### config.mk
export PLATFORM = sky130hd
export DESIGN_NAME = bitmap_first_free_allocator
export DESIGN_NICKNAME = d
export VERILOG_FILES = /design/src/hw/rtl/bmfa_pkg.sv /design/src/hw/rtl/bmfa_map_mem.sv /design/src/hw/rtl/bitmap_first_free_allocator.sv
export SDC_FILE = /design/constraint.sdc
export NUM_CORES = 2
export LEC_CHECK = 0
export BUFFER_PORTS_ARGS = -buffer_cell sky130_fd_sc_hd__buf_2
export CAP_MARGIN = 25
export CORE_MARGIN = 2
export CORE_UTILIZATION = 35
export CTS_BUF_LIST = sky130_fd_sc_hd__clkbuf_2 sky130_fd_sc_hd__clkbuf_4 sky130_fd_sc_hd__clkbuf_8
export DETAILED_ROUTE_END_ITERATION = 10
export PLACE_DENSITY = 0.52
export SLEW_MARGIN = 20
export SYNTH_ARGS = -nofsm -noshare
export SYNTH_HDL_FRONTEND = slang
export SYNTH_SLANG_ARGS = --single-unit
### constraint.sdc
create_clock -name clk -period 21.8 [get_ports clk]
set_clock_uncertainty 0.2 [all_clocks]
set_input_delay 0 -clock clk [delete_from_list [all_inputs] [get_ports clk]]
set_output_delay 0 -clock clk [all_outputs]
set_load 0.01 [all_outputs]
### src/hw/rtl/bmfa_pkg.sv
// ----------------------------------------------------------------------------
// bmfa_pkg: shared types and constants for the bitmap first-free allocator
// Payload structs, status codes, register indexes and the word priority
// encoder used by the scan.
// ----------------------------------------------------------------------------
package bmfa_pkg;

	localparam int MAP_BITS_DEF = 1024;
	localparam int WORD_BITS    = 64;
	localparam int BIT_W        = 6;
	localparam int CNT_W        = 11;
	localparam int COUNT_RESET  = 1024;

	localparam logic [1:0] ST_OK    = 2'd0;
	localparam logic [1:0] ST_FULL  = 2'd1;
	localparam logic [1:0] ST_RANGE = 2'd2;

	localparam logic REG_INODE_COUNT = 1'b0;
	localparam logic REG_BLOCK_COUNT = 1'b1;

	localparam logic KIND_ALLOC = 1'b0;
	localparam logic KIND_FREE  = 1'b1;

	typedef struct packed {
		logic             kind;
		logic             map_select;
		logic [CNT_W-1:0] number;
	} in_t;

	typedef struct packed {
		logic [CNT_W-1:0] granted;
		logic [1:0]       status;
	} out_t;

	// index of the lowest set bit, 0 when none
	function automatic logic [BIT_W-1:0] lowest_set(input logic [WORD_BITS-1:0] v);
		logic [BIT_W-1:0] idx;
		idx = '0;
		for (int i = WORD_BITS - 1; i >= 0; i--) begin
			if (v[i]) begin
				idx = BIT_W'(i);
			end
		end
		return idx;
	endfunction

endpackage

### src/hw/rtl/bmfa_map_mem.sv
// ----------------------------------------------------------------------------
// bmfa_map_mem: word store for both usage maps
// One write and one registered read port. A per-row valid bit, cleared by
// reset, makes rows never written since reset read as all zero.
// ----------------------------------------------------------------------------
module bmfa_map_mem #(
	parameter int ROWS = 32,
	parameter int AW   = 5
) (
	input  logic                          clk,
	input  logic                          arst_n,
	input  logic                          wr_en,
	input  logic [AW-1:0]                 wr_addr,
	input  logic [bmfa_pkg::WORD_BITS-1:0] wr_data,
	input  logic [AW-1:0]                 rd_addr,
	output logic [bmfa_pkg::WORD_BITS-1:0] rd_data
);
	import bmfa_pkg::*;

	logic [WORD_BITS-1:0] mem_q [ROWS];
	logic [ROWS-1:0]      row_valid_q;
	logic [WORD_BITS-1:0] rd_data_q;
	logic                 rd_valid_q;

	always_ff @(posedge clk) begin
		if (wr_en) begin
			mem_q[wr_addr] <= wr_data;
		end
		rd_data_q <= mem_q[rd_addr];
	end

	always_ff @(posedge clk or negedge arst_n) begin
		if (!arst_n) begin
			row_valid_q <= '0;
			rd_valid_q  <= 1'b0;
		end else begin
			if (wr_en) begin
				row_valid_q[wr_addr] <= 1'b1;
			end
			rd_valid_q <= row_valid_q[rd_addr];
		end
	end

	assign rd_data = rd_valid_q ? rd_data_q : '0;

endmodule

### src/hw/rtl/bitmap_first_free_allocator.sv
// ----------------------------------------------------------------------------
// bitmap_first_free_allocator: first-fit allocator over inode and block maps
// Two usage bitmaps in one word store; allocate scans for the first clear
// bit below the configured count, free clears a bit with a range check.
// ----------------------------------------------------------------------------
// One request is handled at a time; in_ready is high only while the block is
// idle. The maps live as 64-bit words in a single memory with one read and one
// write port, and a single 64-bit priority encoder scans one word per cycle.
// An allocate reads words in order up to the first word with a free bit, at
// most ceil(count/64) words (16 for a count of 1024). A free reads its word,
// clears the bit in CLEAR and then answers from RESP; a free out of range or an
// allocate on a count of zero goes straight to RESP. Maps are clear right
// after reset, with no sweep. A finished result waits in the output register,
// and the next request is taken while it waits; if that request finishes
// before the waiting result is taken, the block holds until it is.
// ----------------------------------------------------------------------------
module bitmap_first_free_allocator #(
	parameter int MAP_BITS = bmfa_pkg::MAP_BITS_DEF
) (
	input  logic                         clk,
	input  logic                         arst_n,
	input  logic                         in_valid,
	output logic                         in_ready,
	input  bmfa_pkg::in_t                in_data,
	output logic                         out_valid,
	input  logic                         out_ready,
	output bmfa_pkg::out_t               out_data,
	input  logic                         cfg_we,
	input  logic                         cfg_index,
	input  logic [bmfa_pkg::CNT_W-1:0]   cfg_data
);
	import bmfa_pkg::*;

	localparam int WORDS   = (MAP_BITS + WORD_BITS - 1) / WORD_BITS;
	localparam int WI_W    = (WORDS > 1) ? $clog2(WORDS) : 1;
	localparam int ROWS    = 2 * WORDS;
	localparam int AW      = WI_W + 1;
	localparam int POS_W   = ((WI_W + BIT_W) > CNT_W ? (WI_W + BIT_W) : CNT_W) + 1;
	localparam int CNT_RST = (MAP_BITS < COUNT_RESET) ? MAP_BITS : COUNT_RESET;

	typedef enum logic [1:0] {IDLE, SCAN, CLEAR, RESP} state_t;

	state_t               state_q;
	logic                 sel_q;
	logic [WI_W-1:0]      word_q;
	logic [BIT_W-1:0]     bit_q;
	out_t                 res_q;
	out_t                 out_q;
	logic                 out_valid_q;
	logic [CNT_W-1:0]     inode_count_q;
	logic [CNT_W-1:0]     block_count_q;

	logic [CNT_W-1:0]     lim_in;
	logic [CNT_W-1:0]     limit;
	logic [CNT_W-1:0]     num_m1;
	logic                 range_bad;
	logic [WI_W-1:0]      free_word;
	logic [POS_W-1:0]     base;
	logic                 full_word;
	logic                 last_word;
	logic [BIT_W-1:0]     rem;
	logic [WORD_BITS-1:0] lim_mask;
	logic [WORD_BITS-1:0] free_bits;
	logic                 found;
	logic [BIT_W-1:0]     hit;
	logic [BIT_W-1:0]     bit_pos;
	logic [WORD_BITS-1:0] bit_onehot;
	logic [WI_W-1:0]      next_word;
	logic                 wr_en;
	logic [AW-1:0]        wr_addr;
	logic [WORD_BITS-1:0] wr_data;
	logic [AW-1:0]        rd_addr;
	logic [WORD_BITS-1:0] rd_word;
	logic                 in_xfer;

	function automatic logic [CNT_W-1:0] clamp_count(input logic [CNT_W-1:0] v);
		return (int'(v) > MAP_BITS) ? CNT_W'(MAP_BITS) : v;
	endfunction

	assign in_ready  = (state_q == IDLE);
	assign in_xfer   = in_valid && in_ready;
	assign out_valid = out_valid_q;
	assign out_data  = out_q;

	// request decode
	assign lim_in    = in_data.map_select ? block_count_q : inode_count_q;
	assign limit     = sel_q ? block_count_q : inode_count_q;
	assign num_m1    = in_data.number - CNT_W'(1);
	assign range_bad = (in_data.number == '0) || (in_data.number > lim_in);
	assign free_word = WI_W'(num_m1 >> BIT_W);

	// scan of the current word
	assign base      = POS_W'({word_q, {BIT_W{1'b0}}});
	assign full_word = (base + POS_W'(WORD_BITS)) <= POS_W'(limit);
	assign last_word = (base + POS_W'(WORD_BITS)) >= POS_W'(limit);
	assign rem       = BIT_W'(POS_W'(limit) - base);
	assign lim_mask  = full_word ? '1 : ~({WORD_BITS{1'b1}} << rem);
	assign free_bits = ~rd_word & lim_mask;
	assign found     = |free_bits;
	assign hit       = lowest_set(free_bits);
	assign next_word = last_word ? word_q : word_q + WI_W'(1);

	assign bit_pos    = (state_q == SCAN) ? hit : bit_q;
	assign bit_onehot = {{(WORD_BITS-1){1'b0}}, 1'b1} << bit_pos;

	assign wr_en   = ((state_q == SCAN) && found) || (state_q == CLEAR);
	assign wr_addr = {sel_q, word_q};
	assign wr_data = (state_q == SCAN) ? (rd_word | bit_onehot) : (rd_word & ~bit_onehot);

	always_comb begin
		case (state_q)
			IDLE: begin
				if (in_data.kind == KIND_FREE) begin
					rd_addr = {in_data.map_select, free_word};
				end else begin
					rd_addr = {in_data.map_select, {WI_W{1'b0}}};
				end
			end
			SCAN:    rd_addr = {sel_q, next_word};
			default: rd_addr = {sel_q, word_q};
		endcase
	end

	bmfa_map_mem #(
		.ROWS(ROWS),
		.AW  (AW)
	) u_map_mem (
		.clk    (clk),
		.arst_n (arst_n),
		.wr_en  (wr_en),
		.wr_addr(wr_addr),
		.wr_data(wr_data),
		.rd_addr(rd_addr),
		.rd_data(rd_word)
	);

	always_ff @(posedge clk or negedge arst_n) begin
		if (!arst_n) begin
			inode_count_q <= CNT_W'(CNT_RST);
			block_count_q <= CNT_W'(CNT_RST);
		end else if (cfg_we) begin
			case (cfg_index)
				REG_INODE_COUNT: inode_count_q <= clamp_count(cfg_data);
				REG_BLOCK_COUNT: block_count_q <= clamp_count(cfg_data);
				default: ;
			endcase
		end
	end

	always_ff @(posedge clk or negedge arst_n) begin
		if (!arst_n) begin
			state_q     <= IDLE;
			sel_q       <= 1'b0;
			word_q      <= '0;
			bit_q       <= '0;
			res_q       <= '0;
			out_q       <= '0;
			out_valid_q <= 1'b0;
		end else begin
			if (out_valid_q && out_ready && (state_q != RESP)) begin
				out_valid_q <= 1'b0;
			end
			case (state_q)
				IDLE: begin
					if (in_xfer) begin
						sel_q         <= in_data.map_select;
						res_q.granted <= '0;
						if (in_data.kind == KIND_FREE) begin
							word_q <= free_word;
							bit_q  <= num_m1[BIT_W-1:0];
							if (range_bad) begin
								res_q.status <= ST_RANGE;
								state_q      <= RESP;
							end else begin
								res_q.status <= ST_OK;
								state_q      <= CLEAR;
							end
						end else begin
							word_q <= '0;
							if (lim_in == '0) begin
								res_q.status <= ST_FULL;
								state_q      <= RESP;
							end else begin
								state_q <= SCAN;
							end
						end
					end
				end
				SCAN: begin
					if (found) begin
						res_q.granted <= CNT_W'(base + POS_W'(hit) + POS_W'(1));
						res_q.status  <= ST_OK;
						state_q       <= RESP;
					end else if (last_word) begin
						res_q.granted <= '0;
						res_q.status  <= ST_FULL;
						state_q       <= RESP;
					end else begin
						word_q <= next_word;
					end
				end
				CLEAR: begin
					state_q <= RESP;
				end
				RESP: begin
					if (!out_valid_q || out_ready) begin
						out_q       <= res_q;
						out_valid_q <= 1'b1;
						state_q     <= IDLE;
					end
				end
				default: begin
					state_q <= IDLE;
				end
			endcase
		end
	end

	// one request in flight at a time
	a_one_at_a_time: assert property (@(posedge clk) disable iff (!arst_n)
		in_xfer |=> !in_ready)
		else $error("request taken while busy");

	// a failed request never grants a number
	a_fail_no_grant: assert property (@(posedge clk) disable iff (!arst_n)
		out_valid && (out_data.status != ST_OK) |-> (out_data.granted == '0))
		else $error("grant with failure status");

	// the map is written only by a scan hit or a free
	a_write_state: assert property (@(posedge clk) disable iff (!arst_n)
		wr_en |-> (state_q == SCAN || state_q == CLEAR))
		else $error("map write outside scan or clear");

	// status is always a defined code
	a_status_code: assert property (@(posedge clk) disable iff (!arst_n)
		out_valid |-> (out_data.status == ST_OK || out_data.status == ST_FULL ||
			out_data.status == ST_RANGE))
		else $error("undefined status code");

endmodule
Word-level counts from Yosys, hierarchy flattened
Memories as Yosys holds them, arrays and structs flattened. A register that Yosys moved wholly into a read port is not among the register bits.
Index checks and enable logic that the tools add are counted.
- input port bits: 30
- RAM bits: 2048
- memories: 1
- word-level logic and storage cells: 173
- register bits: 95
- memories (name ; depth ; width ; read ports ; clocked after Yosys merged registers in ; wr ports ; line ; text):
    u_map_mem.mem_q ; 32 ; 64 ; 1 ; 1 ; 1 ; bmfa_map_mem.sv:20 ; logic [WORD_BITS-1:0] mem_q [ROWS];
- reduce and logical (&&, ||, !) cells: 23
- equality and inequality tests: 10
- shifts and indexed selects: 2
- add/sub/neg operators: 6
- magnitude comparators: 7
- multiplexer cells: 103
- bitwise logic cells: 8
- operators by type and width (cell ; number):
    6-bit 2-to-1 mux ; 65
    64-bit 2-to-1 mux ; 3
    64-bit NOT ; 3
    64-bit AND ; 2
    64-bit bitwise OR ; 1
    64-bit OR reduction ; 1
    1-bit by 6-bit << shifter with 64-bit output, first input constant ; 1
    64-bit by 6-bit << shifter with 64-bit output, first input constant ; 1
    13-bit 2-to-1 mux ; 3
    11-bit 2-to-1 mux ; 3
    32-bit bitwise OR ; 1
    13-bit one-hot mux with 2 select lines ; 1
    4-bit 2-to-1 mux ; 6
    11-bit zero test ; 2
    2-bit 2-to-1 mux ; 9
    5-bit by 6-bit less-than comparator with 1-bit output, second input constant ; 2
    10-bit by 6-bit adder with 11-bit output ; 1
    10-bit by 7-bit adder with 11-bit output, second input constant ; 1
    11-bit by 1-bit adder with 11-bit output, second input constant ; 1
    11-bit >= comparator ; 1
    11-bit greater-than comparator ; 1
    11-bit greater-than comparator, second input constant ; 1
    11-bit <= comparator ; 1
    5-bit one-hot mux with 2 select lines ; 1
    other kinds (24) ; 47

Depth between registers and ports, before layout
- depth in word-level cells: 75
- mapped depth: 23
- depth with buffers taken out: 18

By module
Synthesis repeated with hierarchy kept, for this count alone.
- cells, all modules: 4268
- area, all modules: 88198.3 um2
- modules (own cells, without submodules) (module ; cells each ; instances ; seq. area each (um2) ; area an instance (um2)):
    bmfa_map_mem ; 3260 ; 1 ; 63606.0 ; 80671.1
    bitmap_first_free_allocator ; 1008 ; 1 ; 1554.0 ; 7527.2

Worst setup path after synthesis
OpenSTA, ideal clock, no wires.
- path type: flip-flop to flip-flop
- start point: reg sel_q
- end point: mem u_map_mem.mem_q[15][0], enable pin
- cell stages (with the launch flop): 18
- required time: 21.113 ns
- data arrival time: 6.494 ns
- buffers on the path: 4
- path slack: 14.619 ns
- cells stage by stage: dfrtp_1 buf_6 buf_2 buf_2 clkbuf_1 mux2i_1 ha_1 and3_1 a221oi_4 a211oi_1 o2bb2a_1 nor2b_1 nand4_1 or2_1 o21ai_1 nand2b_1 nand2_2 nor2_1
- longest elaborated chain between the ends: 11
- elaborated cells on any way between the ends: 12
- classes of those cells: add/sub (1); order compare (1); shift (1); mux (4); bitwise (2); reduce/logical (3)
- RTL lines (what ; line ; text):
    from (decl) ; bitmap_first_free_allocator.sv:44 ; logic sel_q;
    from (signal assigned) ; bitmap_first_free_allocator.sv:166 ; sel_q <= in_data.map_select;
    11-bit 2-to-1 mux ; bitmap_first_free_allocator.sv:87 ; assign limit = sel_q ? block_count_q : inode_count_q;
    6-bit by 1-bit subtractor with 6-bit output ; bitmap_first_free_allocator.sv:96 ; assign rem = BIT_W'(POS_W'(limit) - base);
    64-bit by 6-bit << shifter with 64-bit output ; bitmap_first_free_allocator.sv:97 ; assign lim_mask = full_word ? '1 : ~({WORD_BITS{1'b1}} << rem);
    64-bit NOT ; bitmap_first_free_allocator.sv:97 ;
    64-bit 2-to-1 mux ; bitmap_first_free_allocator.sv:97 ;
    64-bit AND ; bitmap_first_free_allocator.sv:98 ; assign free_bits = ~rd_word & lim_mask;
    64-bit OR reduction ; bitmap_first_free_allocator.sv:99 ; assign found = |free_bits;
    1-bit logical AND ; bitmap_first_free_allocator.sv:106 ; assign wr_en = ((state_q == SCAN) && found) || (state_q == CLEAR);
    1-bit logical OR ; bitmap_first_free_allocator.sv:106 ;
    1-bit 2-to-1 mux ; bmfa_map_mem.sv:26 ; if (wr_en) begin
    1-bit 2-to-1 mux (not written as such) ; bmfa_map_mem.sv:27 ; mem_q[wr_addr] <= wr_data;
    to (decl) ; bmfa_map_mem.sv:20 ;
Several ways; a longest one is shown, not always the timed one.

Final worst setup path
- start point: reg word_q[0]
- end point: reg u_map_mem.rd_data_q[23], read port of u_map_mem.mem_q
- longest elaborated chain between the ends: 4
- elaborated cells on any way between the ends: 5
- classes of those cells: add/sub (2); order compare (1); mux (2)
- RTL lines (what ; line ; text):
    from (decl) ; bitmap_first_free_allocator.sv:45 ; logic [WI_W-1:0] word_q;
    from (signal assigned) ; bitmap_first_free_allocator.sv:169 ; word_q <= free_word;
    from (signal assigned) ; bitmap_first_free_allocator.sv:199 ; word_q <= next_word;
    10-bit by 7-bit adder with 11-bit output ; bitmap_first_free_allocator.sv:95 ; assign last_word = (base + POS_W'(WORD_BITS)) >= POS_W'(limit);
    11-bit >= comparator ; bitmap_first_free_allocator.sv:95 ;
    4-bit 2-to-1 mux ; bitmap_first_free_allocator.sv:101 ; assign next_word = last_word ? word_q : word_q + WI_W'(1);
    5-bit one-hot mux with 2 select lines * ; bitmap_first_free_allocator.sv:111 ; case (state_q)
    to (decl) ; bmfa_map_mem.sv:22 ; logic [WORD_BITS-1:0] rd_data_q;
Every way passes the cells marked *; elsewhere a longest branch is shown, timed or not.
A chain may end at the register's enable or synchronous reset.

==> results_dict.tcl <==
set metrics [dict create \
    routed_wl_mm 282 \
    startpoint "word_q[0]" \
    synth_top_family_by_area "compound AO/OA/AOI/OAI gates" \
    final_nets 7059 \
    dieArea_um2 267000 \
    yosysSeqAreaShare_pct 70.9 \
    power_density_nw_per_um2 165 \
    antenna_found_initial 9 \
    slew_headroom_pct 22.9 \
    fin_ws_ns 13.81 \
    drc_errors 0 \
    hold_violations 0 \
    postCtsSetupBuffers 0 \
    drv_slew 0 \
    io_buffers 44 \
    ys_ff_latch 2207 \
    fillCellCount 24360 \
    grt_overflow 0 \
    initial_core_util_pct 35.1 \
    area_growth_syn_to_layout_pct 13.9 \
    die_w_um 516 \
    postCtsHoldBufs 92 \
    setup_viol 0 \
    register_area_um2 65200 \
    finalNonFillerCells 10792 \
    use_met1_pct 28.1 \
    yosys_warnings 0 \
    worstSetupEndpoint "u_map_mem.rd_data_q[23]" \
    worstSetupPathType "flop to flop" \
    boundaryPins 45 \
    netlist_area_um2 91900 \
    place_area_um2 96600 \
    grt.busiest_layer "met2" \
    cts_buffers 368 \
    cts_tree "yes" \
    fmax_mhz 125 \
    start_kind "flop" \
    synthArstFlopShare_pct 4.30 \
    synth_edf_count 2048 \
    synthAdderAreaFrac_pct 0.354 \
    yosysTopAreaCell "edfxtp_1" \
    core_um2 262000 \
    dp_cells 10051 \
    final.setup.tns_ns 0 \
    p_leak_nw 34.5 \
    yosys.area.top_type_share_pct 66.9 \
    synth_compound_area_share_pct 14.6 \
    cts.clk_slew.worst_paths_ns 0.07 \
    die_h_um 516 \
    reg2reg_depth 20 \
    num_vias 59748 \
    grt_util_all_layers_pct 20.7 \
    critPathArrivalTime_ns 8.81 \
    clock-sinks 2207 \
    fin_util_pct 40.0 \
    clk_latency_ns 1.13 \
    synthDistinctLibCells 99 \
    fin_area_um2 105000 \
    cts.path.max_buffers 4 \
    min_path_type "primary input to flop" \
    cp_max_fo 171 \
    place_congestion 0.964 \
    htree_num_levels 5 \
    reg2reg_to "u_map_mem.rd_data_q[23]" \
    hpwl_mm 140 \
    power_mw 17.3 \
    wl_per_cell_um 26.1 \
    syn_avg_cell_area_um2 13.4 \
    crit_required_ns 22.63 \
    global_route.usage.met2_pct 33.5 \
    max-cap-violations 0 \
    multi_input_area_um2 25100 \
    synth_fp_nets 6894 \
    dominantRegCellSynth "edfxtp_1" \
    synth.area.mux_share_pct 0.788 \
    cts-root-buf "clkbuf_8" \
    drtIter0Drc 5381 \
    routed_via_density 5.54 \
    firstDrtPassIters 6 \
    grt_start_max_net_pins 194 \
    post-route-min-period_ns 7.99 \
    r2r_start "word_q[0]" \
    syn_inst 6838 \
    worst_slew_pin_slew_ns 1.16 \
    place_ws_ns 13.77 \
    grt_setup_unrepaired "false" \
    grt_use_met3_pct 3.27 \
    synth.area.top_cells "edfxtp_1 67%, a211oi_1 5.9%, nand2_1 4.9%" \
    cts_resized 0 \
    postRouteAntennaNets 0 \
    first_global_vias 57401 \
    min_period_over_period_pct 36.6 \
    cp-end-kind "flop" \
    synth_xor_area_share_pct 0.143 \
    drive_gt1_share_pct 13.9 \
    status "completed" \
    peakVddDrop_mv 0.172 \
    grt_pass1_wl_mm 406 \
    num_rows 188 \
    r2r_slack_ns 13.81 \
    synthSimpleGateAreaFrac_pct 10.7 \
    hold_ws_ns 0.114 \
]
## registers in the layout (all words and copies together) (netlist names), 2 cells and up
name and flops:
u_map_mem.mem_q 2048, u_map_mem.rd_data_q 64, u_map_mem.row_valid_q 32, out_data 13, res_q 13, block_count_q 11
inode_count_q 11, bit_q 6, word_q 4, state_q 2
## Yosys cell counts (15+ instances only)
cell,count
inv_1,21
dfxtp_1,64
buf_1,22
o211ai_1,18
edfxtp_1,2048
nand2b_1,27
buf_2,92
ha_1,26
and2_1,532
o22ai_1,34
nor2_1,96
a311oi_1,263
mux2_2,18
a31oi_1,271
mux2i_1,47
nor3_1,53
a211oi_1,726
nand4_1,15
o21ai_0,101
a21oi_1,235
and3_1,24
or2_2,31
nand2_1,1192
nand3_1,36
dfrtp_1,93
a21o_1,72
clkbuf_1,409
## cell type report
type,instances,share of cell area [%]
diodes,7,0.0167
repair buffers,330,2.76
inverters,21,0.0753
flip-flops and latches,2207,62.2
clock buffers,542,6.25
clock inverters,95,0.492
multi-input cells,4075,24.0
well taps,3515,4.20
## power breakdown
group	total (mW)	leakage (nW)	switching, mW	internal (mW)
registers	5.91	20.5	0.268	5.64
clock network	3.57	3.77	1.62	1.95
logic	7.78	10.2	5.47	2.32
total	17.3	34.5	7.36	9.91
## metal layers
layer  vias to the layer above  routed length [um]
met5                         -                   7
met4                         2                9500
met3                       551               15100
met2                      1802              134000
met1                     30677              124000
li1                      26716                   -
## cells by family (layout without fill, tap and decap cells)
family | after synthesis | count (layout)
xor+xnor | 15 | 15
compound gates | 1874 | 1874
fa+ha+maj | 26 | 26
buf+inv | 556 | 988
mux | 69 | 69
simple gates | 2091 | 2091
other cells | 0 | 7
flops | 2207 | 2207
## cell usage in the layout (no fill, tap or decap), types with 32 or more instances in the layout
master / instances
nand3_1: 36
a21o_1: 72
buf_2: 44
a31oi_1: 271
buf_4: 171
nor3_1: 53
clkbuf_8: 395
o21ai_0: 94
nand2_1: 1192
a211oi_1: 726
clkbuf_4: 147
dlygate4sd3_1: 91
a311oi_1: 263
edfxtp_1: 2048
clkinv_1: 62
dfxtp_1: 64
nor2_1: 64
and2_1: 532
dfrtp_1: 91
nor2_4: 32
a21oi_1: 234
## worst min-delay path by stage
stage | startpoint | endpoint | slack, ns | cells past startpoint
6_report | in_data[11] | state_q[1] | 0.11 | 7
5_1_grt | cfg_data[9] | inode_count_q[9] | 0.11 | 5
4_1_cts | in_data[11] | state_q[1] | 0.02 | 7
3_5_place_dp | arst_n | inode_count_q[5] | -0.23 | 1
3_3_place_gp | arst_n | inode_count_q[5] | -0.24 | 1
2_1_floorplan | arst_n | bit_q[0] | -0.50 | 0
## critical path, cell delays in order (launching register included)
cell,delay [ns]
dfrtp_1,0.55
ha_1,0.41
and3_1,0.29
ha_1,0.30
and3_1,0.23
a221o_1,0.39
a21oi_2,0.31
nand2_1,0.20
o211ai_1,0.27
buf_4,0.48
buf_12,0.54
buf_4,0.48
buf_16,0.32
buf_4,0.75
buf_4,0.68
and2_1,0.22
a211oi_1,0.05
a311oi_1,0.30
a211oi_1,0.09
a211oi_1,0.32
a21o_1,0.13
(Power assumes the default switching activity.)
